===== config.mk =====
export PLATFORM = sky130hd
export DESIGN_NAME = pss_table
export DESIGN_NICKNAME = d
export VERILOG_FILES = /design/src/hw/rtl/pss_pkg.sv /design/src/hw/rtl/pss_table.sv
export SDC_FILE = /design/constraint.sdc
export NUM_CORES = 1
export LEC_CHECK = 0
export ABC_AREA = 1
export BUFFER_PORTS_ARGS = -buffer_cell sky130_fd_sc_hd__buf_4
export CELL_PAD_IN_SITES_DETAIL_PLACEMENT = 0
export CELL_PAD_IN_SITES_GLOBAL_PLACEMENT = 1
export CORE_ASPECT_RATIO = 1.2
export CORE_MARGIN = 3
export CORE_UTILIZATION = 25
export CTS_BUF_LIST = sky130_fd_sc_hd__clkbuf_16
export DETAILED_ROUTE_END_ITERATION = 8
export GPL_ROUTABILITY_DRIVEN = 0
export GPL_TIMING_DRIVEN = 0
export PLACE_DENSITY_LB_ADDON = 0.1
export SYNTH_ARGS = -nofsm -noshare
export SYNTH_HDL_FRONTEND = slang
export SYNTH_SLANG_ARGS = --single-unit
export TNS_END_PERCENT = 20

===== constraint.sdc =====
create_clock -name clk -period 14.9 [get_ports clk]
set_clock_uncertainty 0.15 [all_clocks]
set_input_delay 2.235 -clock clk [delete_from_list [all_inputs] [get_ports clk]]
set_output_delay 2.235 -clock clk [all_outputs]
set_load 0.02 [all_outputs]

===== src/hw/rtl/pss_pkg.sv =====
`default_nettype none
package pss_pkg;

  localparam int unsigned PW      = 10;
  localparam int unsigned MAPW    = 64;
  localparam int unsigned WORDS   = 16;
  localparam int unsigned WW      = 4;
  localparam int unsigned MAXS    = 8;
  localparam int unsigned IXW     = 3;
  localparam int unsigned CNTW    = 4;
  localparam int unsigned GW      = 11;

  localparam logic [GW-1:0]   PIECES_G  = 11'd1024;
  localparam logic [PW-1:0]   WORDS_P   = 10'd16;
  localparam logic [CNTW-1:0] MAX_SEL   = 4'd8;
  localparam logic [GW-1:0]   PC_RESET  = 11'd1024;
  localparam logic            REG_PIECE_COUNT = 1'b0;

  localparam logic [3:0] CMD_SELECT   = 4'd0;
  localparam logic [3:0] CMD_DESELECT = 4'd1;
  localparam logic [3:0] CMD_WINDOW   = 4'd2;
  localparam logic [3:0] CMD_COMPLETE = 4'd3;
  localparam logic [3:0] CMD_RESET    = 4'd4;
  localparam logic [3:0] CMD_GC       = 4'd5;
  localparam logic [3:0] CMD_CHOOSE   = 4'd6;
  localparam logic [3:0] CMD_SET_CRIT = 4'd7;
  localparam logic [3:0] CMD_QUERY    = 4'd8;
  localparam logic [3:0] CMD_PEER     = 4'd9;

  localparam logic [2:0] KIND_RESP   = 3'd0;
  localparam logic [2:0] KIND_INT    = 3'd1;
  localparam logic [2:0] KIND_UNINT  = 3'd2;
  localparam logic [2:0] KIND_IDLE   = 3'd3;
  localparam logic [2:0] KIND_NOTIFY = 3'd4;

  localparam logic [1:0] ST_OK       = 2'd0;
  localparam logic [1:0] ST_RANGE    = 2'd1;
  localparam logic [1:0] ST_NOTFOUND = 2'd2;
  localparam logic [1:0] ST_FULL     = 2'd3;

  typedef struct packed {
    logic [31:0]        id;
    logic [PW-1:0]      first;
    logic [PW-1:0]      last;
    logic [PW-1:0]      offset;
    logic [PW-1:0]      wend;
    logic [PW-1:0]      rstart;
    logic signed [31:0] prio;
  } entry_t;

  typedef struct packed {
    logic           wr_all;
    logic           wr_win;
    logic           wr_off;
    logic [IXW-1:0] idx;
    entry_t         data;
  } tbl_wr_t;

  typedef struct packed {
    logic            pend_wr;
    logic            pend_val;
    logic            crit_wr;
    logic            crit_val;
    logic            peer_wr;
    logic [WW-1:0]   peer_word;
    logic [MAPW-1:0] peer_data;
  } map_op_t;

  typedef struct packed {
    logic pend;
    logic crit;
    logic peer;
  } map_bits_t;

  typedef enum logic [12:0] {
    S_IDLE      = 13'b0000000000001,
    S_INS       = 13'b0000000000010,
    S_FIND      = 13'b0000000000100,
    S_DEL       = 13'b0000000001000,
    S_GC_ADV    = 13'b0000000010000,
    S_GC_TAIL   = 13'b0000000100000,
    S_GC_UNI    = 13'b0000001000000,
    S_CH_UP_ENT = 13'b0000010000000,
    S_CH_UP     = 13'b0000100000000,
    S_CH_DN_ENT = 13'b0001000000000,
    S_CH_DN     = 13'b0010000000000,
    S_CRIT      = 13'b0100000000000,
    S_FIN       = 13'b1000000000000
  } state_t;

endpackage
`default_nettype wire


===== src/hw/rtl/pss_table.sv =====
`default_nettype none
module pss_table (
  input  wire logic                      clk,
  input  wire pss_pkg::tbl_wr_t          wr,
  input  wire logic [pss_pkg::IXW-1:0]   rd_idx,
  output pss_pkg::entry_t                rd_entry
);

  pss_pkg::entry_t ent_r [pss_pkg::MAXS];

  always_ff @(posedge clk) begin
    if (wr.wr_all) begin
      ent_r[wr.idx] <= wr.data;
    end
    if (wr.wr_win) begin
      ent_r[wr.idx].rstart <= wr.data.rstart;
      ent_r[wr.idx].wend   <= wr.data.wend;
    end
    if (wr.wr_off) begin
      ent_r[wr.idx].offset <= wr.data.offset;
    end
  end

  assign rd_entry = ent_r[rd_idx];

endmodule
`default_nettype wire


# After elaboration in Yosys (flattened, before gate mapping)
# Memory sizes are Yosys's and may differ from the RTL's.
# Cells that the tools add are included.
[totals]
register_bits = 0
ram_bits = 912
inputBits = 124
out_inout_bits = 114
n_memories = 1
[op_classes]
mux = 9
n_bitwise = 3
[memory_table]
columns = ["name", "depth", "width", "read_ports", "rd_ports_with_merged_regs", "write_ports", "line_no", "rtl"]
rows = [
  ["ent_r", 8, 114, 1, 0, 1, "pss_table.sv:9", "pss_pkg::entry_t ent_r [pss_pkg::MAXS];"],
]
[ops]
columns = ["cell", "n"]
rows = [
  ["$mux W10", 3],
  ["$mux W1", 6],
  ["$or A1 B1 Y1", 3],
]

# Logic depth before layout (Yosys ltp)
[logic_depth]
ltp_word = 3
ltp_mapped = 9

# Worst setup path before layout
# Ideal clock, no wire load.
[synth_timing]
path_type = "input -> register"
startpoint = "in wr[114] (netlist bit)"
endpoint = "mem ent_r[0][0] (netlist bit), enable pin"
setup_ns = 0.527
t_arrival_ns = 5.949
t_required_ns = 14.223
slack_ns = 8.273
path_stages = 3
path_cell_list = "inv_1 nand3_1 nor2_1"
[synth_rtl]
columns = ["element", "line_no", "rtl"]
rows = [
  ["start: declaration", "pss_table.sv:4", "input wire pss_pkg::tbl_wr_t wr,"],
  ["end: declaration", "pss_table.sv:9", ""],
]
# No word-level cell before the write port.

==> impl_metrics.tcl <==
set metrics [dict create \
    timing.critical_path.buf_inv 4 \
    rows 160 \
    wl_per_cell_um 19.8 \
    syn_inst 3979 \
    numCtsBuffers 108 \
    slowest_delay_ns 0.94 \
    synthXorXnorAreaFrac 0 \
    synth_seq_area_share 0.685 \
    vias 25944 \
    cp-start-kind "input pin" \
    die_w_um 371 \
    largest_reg_flops 912 \
    viasPerCell 3.96 \
    instances_no_fill 6553 \
    worstSetupPathDepth 8 \
    dr.pass1.iters 5 \
    antenna_left 0 \
    cp_cell_sequence "buf_4 -> clkbuf_1 -> buf_2 -> nand3_1 -> nand2_1 -> nand2_1 -> nand2_1 -> buf_4" \
    max_slew.worst_pin.slew_ns 1.40 \
    overflow 0 \
    p_leak_nw 22.1 \
    grt_util_all_layers 0.157 \
    power_density_nw_per_um2 122 \
    finalMaxSlewViolations 0 \
    layout.area.seq_sq_um 27400 \
    endpoint_kind "output port" \
    crit_type "input pin to output port" \
    die_h_um 444 \
    synth-adder-area-share 0 \
    min-delay-start "wr[105]" \
    cts_resized 0 \
    dpl.hpwl_mm 85.1 \
    finish.net_count 4488 \
    antenna_found_initial 22 \
    portBuffers 235 \
    synthMuxAreaShare 0 \
    post_cts_buffers 0 \
    syn_nets 4103 \
    grt_pass1_wl_mm 184 \
    vdd_ir_drop_max_v 0.0000842 \
    syn-cell-area_sq_um 40000 \
    avgSynthCellArea_sq_um 10.0 \
    synth_compound_area_frac 0 \
    cts_sinks 912 \
    critPathTopFamily "buffers and inverters" \
    syn_to_final_growth_pct 21.4 \
    setup_violations 0 \
    dieArea_sq_um 165000 \
    clkTransAtPathRegs_ns 0.06 \
    cp_data_required_time_ns 12.52 \
    finalHoldViolCount 0 \
    hold_path_class "input pin to register" \
    start_util 0.252 \
    htree_levels 3 \
    finalCritPeriodShare 0.461 \
    slew_headroom 0.0654 \
    dp.cells 6360 \
    critPathLaunch "rd_idx[1]" \
    drt-initial-drc-count 1472 \
    synth_top_family_by_area "simple AND/OR/NAND/NOR gates" \
    drive_gt1_frac 0.131 \
    core_area_sq_um 159000 \
    yosys.area_share.simple 0.200 \
    cp_slowest_cell "clkbuf_1" \
    reg_top3 "ent_r x912" \
    fillers 16495 \
    worstPathArrival_ns 4.48 \
    crit_path_frequent_cell "nand2_1" \
    regMostFlops "ent_r" \
    min_period_ns 6.86 \
    clockBufferDepth 3 \
    fmax_ghz 0.146 \
    remaining_drc_errors 0 \
    grt_setup_unrepaired "false" \
    ys_ff_latch 912 \
    cap_viol_max_count 0 \
    multi_input_area_sq_um 8100 \
    crit_path_max_fanout 10 \
    synth_top_area_share 0.685 \
    synth_largest_area_cell "edfxtp_1" \
    cts_tree "done" \
    grt_max_degree 23 \
    ys_warn_count 0 \
    grt_pass1_vias 25461 \
    clockRootBuffer "clkbuf_16" \
    status "finished clean" \
    yosys-top-cells-area "edfxtp_1, nand2_1, inv_1" \
    final.setup.tns_ns 0 \
    cts_hold_buf 0 \
    wirelength_mm 130 \
    io_pins 238 \
    synth_cell_types 12 \
    hold_depth 1 \
]
-- stage by stage --
step | total power (W) | hold WS [ns] | cell area (sq um) | setup slack (ns) | util
2_1_floorplan | 0.00328 | 2.18 | 40000 | 8.27 | -
3_3_place_gp | 0.00356 | 2.32 | 44400 | 2.97 | 0.280
3_5_place_dp | 0.00357 | 2.32 | 45300 | 7.93 | 0.286
4_1_cts | 0.00603 | 1.50 | 48500 | 7.93 | 0.306
5_1_grt | 0.00617 | 1.54 | 48500 | 7.85 | 0.306
6_report | 0.00590 | 1.59 | 48500 | 8.04 | 0.306
-- per-layer routing --
metal	GRT usage	wire, um	part of all wire	up-vias
li1	-	-	-	13146
met1	0.199	57100	0.44	12144
met2	0.271	63500	0.49	478
met3	0.0302	6250	0.048	166
met4	0.0444	2990	0.023	10
met5	0	64	0.00049	-
-- cell usage after synthesis --
master and number:
nand2_1 1482, nand3_1 464, edfxtp_1 912, inv_2 1, inv_4 1, buf_2 103, buf_4 17, buf_6 38
inv_1 917, nor2_1 26, clkbuf_1 8, buf_1 10
-- cell families after synthesis --
family,count (synthesis)
flip-flops,912
buffers and inverters,1095
AND/OR/NAND/NOR,1972
-- worst paths after layout --
kind	slack, ns	endpoint
setup / recovery	8.04	rd_entry[23]
hold / removal	1.59	ent_r[1][105]
-- report_power, final --
part           total (W)  leakage (nW)  switching [W]  internal (W)
logic           0.000557          12.1       0.000383      0.000174
registers        0.00294          8.30      0.0000176       0.00292
clock network    0.00241          1.68        0.00107       0.00134
total            0.00590          22.1        0.00147       0.00443
-- cell type report --
type,instances,area share
antenna,5,0.000258
buffer,176,0.0235
clock buffer,108,0.0557
clock inverter,80,0.00975
inverter,919,0.0711
multi-input combinational,1972,0.167
sequential,912,0.564
tap,2106,0.0543
timing repair buffer,275,0.0539
-- cell usage in the layout (no fill, tap or decap), types with 7 or more instances in the layout --
cell	n
buf_12	33
nand3_1	464
buf_2	103
buf_1	10
buf_16	7
edfxtp_1	912
nor2_1	10
nor2_4	16
clkbuf_16	108
buf_4	252
clkinv_2	8
clkinv_1	17
inv_1	957
buf_6	38
nand2_1	1482
clkbuf_1	8
Note: power is estimated with default switching activity, not from simulation.
