[config.mk]
export PLATFORM = sky130hd
export DESIGN_NAME = pss_maps
export DESIGN_NICKNAME = d
export VERILOG_FILES = /design/src/hw/rtl/pss_pkg.sv /design/src/hw/rtl/pss_maps.sv
export SDC_FILE = /design/constraint.sdc
export NUM_CORES = 2
export LEC_CHECK = 0
export BUFFER_PORTS_ARGS = -buffer_cell sky130_fd_sc_hd__buf_2
export CAP_MARGIN = 0
export CORE_MARGIN = 2
export CORE_UTILIZATION = 45
export DETAILED_ROUTE_END_ITERATION = 16
export SETUP_SLACK_MARGIN = 0.4
export SYNTH_ARGS = -nofsm -noshare
export SYNTH_HDL_FRONTEND = slang
export SYNTH_SLANG_ARGS = --single-unit
[constraint.sdc]
create_clock -name clk -period 7.1 [get_ports clk]
set_input_delay 1.065 -clock clk [delete_from_list [all_inputs] [get_ports clk]]
set_output_delay 1.065 -clock clk [all_outputs]
set_load 0.05 [all_outputs]
[src/hw/rtl/pss_pkg.sv]
`default_nettype none
package pss_pkg;

  localparam int unsigned PW      = 10;
  localparam int unsigned MAPW    = 64;
  localparam int unsigned WORDS   = 16;
  localparam int unsigned WW      = 4;
  localparam int unsigned MAXS    = 8;
  localparam int unsigned IXW     = 3;
  localparam int unsigned CNTW    = 4;
  localparam int unsigned GW      = 11;

  localparam logic [GW-1:0]   PIECES_G  = 11'd1024;
  localparam logic [PW-1:0]   WORDS_P   = 10'd16;
  localparam logic [CNTW-1:0] MAX_SEL   = 4'd8;
  localparam logic [GW-1:0]   PC_RESET  = 11'd1024;
  localparam logic            REG_PIECE_COUNT = 1'b0;

  localparam logic [3:0] CMD_SELECT   = 4'd0;
  localparam logic [3:0] CMD_DESELECT = 4'd1;
  localparam logic [3:0] CMD_WINDOW   = 4'd2;
  localparam logic [3:0] CMD_COMPLETE = 4'd3;
  localparam logic [3:0] CMD_RESET    = 4'd4;
  localparam logic [3:0] CMD_GC       = 4'd5;
  localparam logic [3:0] CMD_CHOOSE   = 4'd6;
  localparam logic [3:0] CMD_SET_CRIT = 4'd7;
  localparam logic [3:0] CMD_QUERY    = 4'd8;
  localparam logic [3:0] CMD_PEER     = 4'd9;

  localparam logic [2:0] KIND_RESP   = 3'd0;
  localparam logic [2:0] KIND_INT    = 3'd1;
  localparam logic [2:0] KIND_UNINT  = 3'd2;
  localparam logic [2:0] KIND_IDLE   = 3'd3;
  localparam logic [2:0] KIND_NOTIFY = 3'd4;

  localparam logic [1:0] ST_OK       = 2'd0;
  localparam logic [1:0] ST_RANGE    = 2'd1;
  localparam logic [1:0] ST_NOTFOUND = 2'd2;
  localparam logic [1:0] ST_FULL     = 2'd3;

  typedef struct packed {
    logic [31:0]        id;
    logic [PW-1:0]      first;
    logic [PW-1:0]      last;
    logic [PW-1:0]      offset;
    logic [PW-1:0]      wend;
    logic [PW-1:0]      rstart;
    logic signed [31:0] prio;
  } entry_t;

  typedef struct packed {
    logic           wr_all;
    logic           wr_win;
    logic           wr_off;
    logic [IXW-1:0] idx;
    entry_t         data;
  } tbl_wr_t;

  typedef struct packed {
    logic            pend_wr;
    logic            pend_val;
    logic            crit_wr;
    logic            crit_val;
    logic            peer_wr;
    logic [WW-1:0]   peer_word;
    logic [MAPW-1:0] peer_data;
  } map_op_t;

  typedef struct packed {
    logic pend;
    logic crit;
    logic peer;
  } map_bits_t;

  typedef enum logic [12:0] {
    S_IDLE      = 13'b0000000000001,
    S_INS       = 13'b0000000000010,
    S_FIND      = 13'b0000000000100,
    S_DEL       = 13'b0000000001000,
    S_GC_ADV    = 13'b0000000010000,
    S_GC_TAIL   = 13'b0000000100000,
    S_GC_UNI    = 13'b0000001000000,
    S_CH_UP_ENT = 13'b0000010000000,
    S_CH_UP     = 13'b0000100000000,
    S_CH_DN_ENT = 13'b0001000000000,
    S_CH_DN     = 13'b0010000000000,
    S_CRIT      = 13'b0100000000000,
    S_FIN       = 13'b1000000000000
  } state_t;

endpackage
`default_nettype wire

[src/hw/rtl/pss_maps.sv]
`default_nettype none
module pss_maps (
  input  wire logic                    clk,
  input  wire logic                    rst_n,
  input  wire logic [pss_pkg::PW-1:0]  addr,
  input  wire pss_pkg::map_op_t        op,
  output pss_pkg::map_bits_t           bits
);

  logic [pss_pkg::MAPW-1:0] pend_r [pss_pkg::WORDS];
  logic [pss_pkg::MAPW-1:0] crit_r [pss_pkg::WORDS];
  logic [pss_pkg::MAPW-1:0] peer_r [pss_pkg::WORDS];

  logic [pss_pkg::WW-1:0] wsel;
  logic [5:0]             bsel;

  assign wsel = addr[pss_pkg::PW-1:6];
  assign bsel = addr[5:0];

  always_ff @(posedge clk) begin
    if (!rst_n) begin
      for (int w = 0; w < pss_pkg::WORDS; w++) begin
        pend_r[w] <= '1;
        crit_r[w] <= '0;
        peer_r[w] <= '0;
      end
    end else begin
      if (op.pend_wr) begin
        pend_r[wsel][bsel] <= op.pend_val;
      end
      if (op.crit_wr) begin
        crit_r[wsel][bsel] <= op.crit_val;
      end
      if (op.peer_wr) begin
        peer_r[op.peer_word] <= op.peer_data;
      end
    end
  end

  assign bits = {pend_r[wsel][bsel], crit_r[wsel][bsel], peer_r[wsel][bsel]};

endmodule
`default_nettype wire

# Yosys cells after proc, flatten, opt, wreduce, memory -nomap -nowiden
# Memories as Yosys holds them, arrays and structs flattened.
# Index checks and enable logic that the tools add are counted.
[classes] order_cmp=2 muxes=27 reduce_logical=4
[ops] operator="64-bit 2-to-1 mux" n=7
[ops] operator="64-bit OR reduction" n=3
[ops] operator="1-bit binary-select mux with 6-bit select" n=3
[ops] operator="1-bit 2-to-1 mux" n=13
[ops] operator="4-bit 2-to-1 mux" n=3
[ops] operator="6-bit by 7-bit < comparator with 1-bit output (second input constant)" n=1
[ops] operator="1-bit demux with 6-bit select" n=1
[ops] operator="6-bit by 1-bit >= comparator with 1-bit output (second input constant)" n=1
[ops] operator="1-bit logical AND" n=1
[word_totals] register_bits=0 ram_bits=3072 out_inout_bits=3 mem_count=3
[mem_list] memory="crit_r" words=16 width=64 rd=1 rd_ports_with_merged_regs=0 write_ports=16 line="pss_maps.sv:11" text="logic [pss_pkg::MAPW-1:0] crit_r [pss_pkg::WORDS];"
[mem_list] memory="peer_r" words=16 width=64 rd=1 rd_ports_with_merged_regs=0 write_ports=16 line="pss_maps.sv:12" text="logic [pss_pkg::MAPW-1:0] peer_r [pss_pkg::WORDS];"
[mem_list] memory="pend_r" words=16 width=64 rd=1 rd_ports_with_merged_regs=0 write_ports=16 line="pss_maps.sv:10" text="logic [pss_pkg::MAPW-1:0] pend_r [pss_pkg::WORDS];"

# Depth between registers and ports, before layout
[depth] ltp_word=7 depth_mapped=14 ltp_nobuf=8

# Worst setup path before layout
# Ideal clock, no wire load.
[synth_path] path_type="input-to-reg" from="input port rst_n" to="memory peer_r[1][0] in the netlist's numbering, enable pin" setup_time_ns=0.574 t_arrival_ns=6.339 required_ns=6.526 setup_slack_ns=0.186 stages=5 path_cell_list="clkbuf_1 > nand2_1 > or3_1 > clkbuf_1 > o21ai_0"
[synth_lines] item="from (decl)" line="pss_maps.sv:4" text="input wire logic rst_n,"
[synth_lines] item="to (decl)" line="pss_maps.sv:12"

==> results.sh <==
export IMPL_status="finished, violations left"
export IMPL_violations="capacitance limit"
export IMPL_worstHoldPathType="in -> reg"
export IMPL_synthCells=11684
export IMPL_synth_flop_cell="edfxtp_1"
export IMPL_postCtsSetupRepairBufs=0
export IMPL_die_width_um=575
export IMPL_synth_top_area_share=0.629
export IMPL_finalSetupTns_ns=0
export IMPL_p_total_uw=41000
export IMPL_layout_commonest_cell="edfxtp_1"
export IMPL_grt_util_all_layers=0.304
export IMPL_wl_per_cell_um=32.9
export IMPL_dieArea_mm2=0.330
export IMPL_power_leakage_uw=0.0503
export IMPL_holdBufCountCts=0
export IMPL_worstPathRequired_ns=6.03
export IMPL_initial_core_util=0.452
export IMPL_maxSlewHeadroom=0.0179
export IMPL_vias=102991
export IMPL_first_global_vias=99780
export IMPL_gp_congestion=0.890
export IMPL_hpwl_um=291000
export IMPL_drv_cap=1
export IMPL_coreArea_mm2=0.324
export IMPL_grt_pass1_wl_um=725000
export IMPL_synth_xor_xnor_area_share=0
export IMPL_drv_slew=0
export IMPL_top_level_ports=88
export IMPL_drt_antenna_violating_nets=0
export IMPL_synth_enable_flop_cells=3072
export IMPL_final_cell_mix="edfxtp_1 (3072), o21ai_0 (2060), nand2_1 (1270)"
export IMPL_end_kind="output port"
export IMPL_path_class="in -> out"
export IMPL_syn_area_mm2=0.147
export IMPL_grt_setup_unrepaired="false"
export IMPL_cts_max_level=5
export IMPL_top_layer="met5"
export IMPL_grt_max_degree=258
export IMPL_avgSynthCellArea_um2=12.5
export IMPL_max_freq_mhz=150
export IMPL_clock_sinks=3072
export IMPL_clk_pin_slew_ns=0.06
export IMPL_finalSetupViolCount=0
export IMPL_stdcell_area_mm2=0.161
export IMPL_ys_seq_elements=3072
export IMPL_peakVddDrop_mv=0.209
export IMPL_synth_fp_nets=11769
export IMPL_yosys_top_cells_area="edfxtp_1 (63%), mux4_2 (10%), o21ai_0 (7.1%), and2_1 (4.4%), nand2_1 (3.3%)"
export IMPL_yosysUniqueCellTypes=55
export IMPL_numPortBuffers=87
export IMPL_syn2layout_area_growth_pct=9.77
export IMPL_synth_top_family_by_area="multiplexers"
export IMPL_drc_errors=0
export IMPL_dr_pass1_iters=9
export IMPL_synth_yosys_seq_area_share=0.629
export IMPL_yosysTopAreaCell="edfxtp_1"
export IMPL_drive_gt1_frac=0.147
export IMPL_tritoncts="yes"
export IMPL_root_buffer="clkbuf_16"
export IMPL_viasPerCell=6.59
export IMPL_wirelength_met1_um=184000
export IMPL_synth_mux_area_frac=0.123
export IMPL_ys_warnings_count=0
export IMPL_ys_async_sr_fraction=0
export IMPL_period_share=0.936
export IMPL_crit_fanout=20
export IMPL_max_stage_delay_ns=1.15
export IMPL_tightest_slew_ns=1.47
export IMPL_timing_final_hold_violations=0
export IMPL_routed_wl_um=514000
export IMPL_drtIter0Drc=16860
export IMPL_synth_adder_area_share=0
export IMPL_cts_resized=0
export IMPL_power_density_mw_per_mm2=255
export IMPL_crit_chain="buf_2 > nand3b_1 > nor2_4 > buf_4 > a22oi_1 > nand4_1 > nor2_1 > a31oi_1 > nor4_1 > nand2_1 > buf_2"
export IMPL_cp_common_cell="buf_2"
export IMPL_cts_buffers=332
export IMPL_cp_start_kind="input port"
export IMPL_num_rows=209
export IMPL_dpl_cell_area_mm2=0.151
export IMPL_post_route_util=0.496
export IMPL_synth_simple_area_share=0.118
export IMPL_fin_nets=11101
export IMPL_period_needed_ns=6.65
export IMPL_clock_path_buffers=4
export IMPL_cpMaxStageDelayCell="nor2_4"
export IMPL_met3_length_um=67100
export IMPL_overflow=0
export IMPL_synth_compound_area_frac=0.0901
export IMPL_grt_antenna_before_repair=57
export IMPL_wl_met2_um=236000
export IMPL_critPathArrivalTime_ns=5.58
export IMPL_die_height_um=575
[metrics by stage]
step	instances	setup WS [ns]	hold slack (ns)
after floorplan	11684	0.186	1.26
after global placement	15007	0.535	1.54
after detailed placement	15007	0.575	1.54
after CTS	15594	0.585	0.527
after global routing	15606	0.468	0.585
final	15628	0.453	0.584
[cell families after synthesis]
logic type	Yosys count
compound gates	2461
buf+inv	1435
flops	3072
mux	949
simple gates	3767
[worst paths after layout]
| check | from | end | slack (ns) | cells after the start |
|---|---|---|---|---|
| hold / removal | op[17] | peer_r[10][17] | 0.58 | 2 |
| setup / recovery | addr[2] | bits[2] | 0.45 | 11 |
[synth_stat cells (3+ instances only)]
cell      number
edfxtp_1    3072
o21ai_0     2072
nand2_1     1287
clkbuf_1    1218
nor2_1      1198
and2_1      1027
mux4_2       661
mux2i_1      272
a22oi_1      261
buf_2        119
nand3_1       92
nand4_1       85
buf_4         52
o22ai_1       33
a21oi_1       25
o211ai_1      24
buf_1         22
buf_6         20
nand2b_1      17
nor3_1        15
a31oi_1       13
mux4_1        13
nor4_1        13
a32oi_1        7
nand3b_1       6
a221oi_1       5
a22o_1         4
nor2b_1        4
or3_1          4
or3b_2         4
inv_1          3
mux2_2         3
or2_2          3
or4_1          3
[sequential cells by signal, indices dropped and copies added (netlist names)]
name	cells
pend_r	1024
crit_r	1024
peer_r	1024
[critical path: cells and delay by family]
family,cells,cell delay [ns]
buf+inv,3,1.09
simple gates,6,2.74
compound gates,2,0.65
[layout make-up]
cell class | count | area, µm²
clock buffer | 421 | 8850
tap | 4325 | 5410
timing repair buffer | 430 | 3550
fill | 27918 | 163000
antenna | 34 | 85.1
inverter | 3 | 18.8
clock inverter | 166 | 1330
sequential | 3072 | 92200
multi-input combinational | 7177 | 49400
[power by group]
part / leakage [µW] / internal, µW / switching, µW
Clock: 0.00498 / 9370 / 7420
Sequential: 0.0298 / 20900 / 260
Combinational: 0.0155 / 1050 / 2060
[layer usage]
metal | vias to the layer above | global-route usage
met3 | 1443 | 0.0737
met4 | 32 | 0.144
met5 | - | 0
met1 | 52526 | 0.401
met2 | 7588 | 0.476
li1 | 41402 | -
No activity file was read; power rests on OpenSTA's default activity.
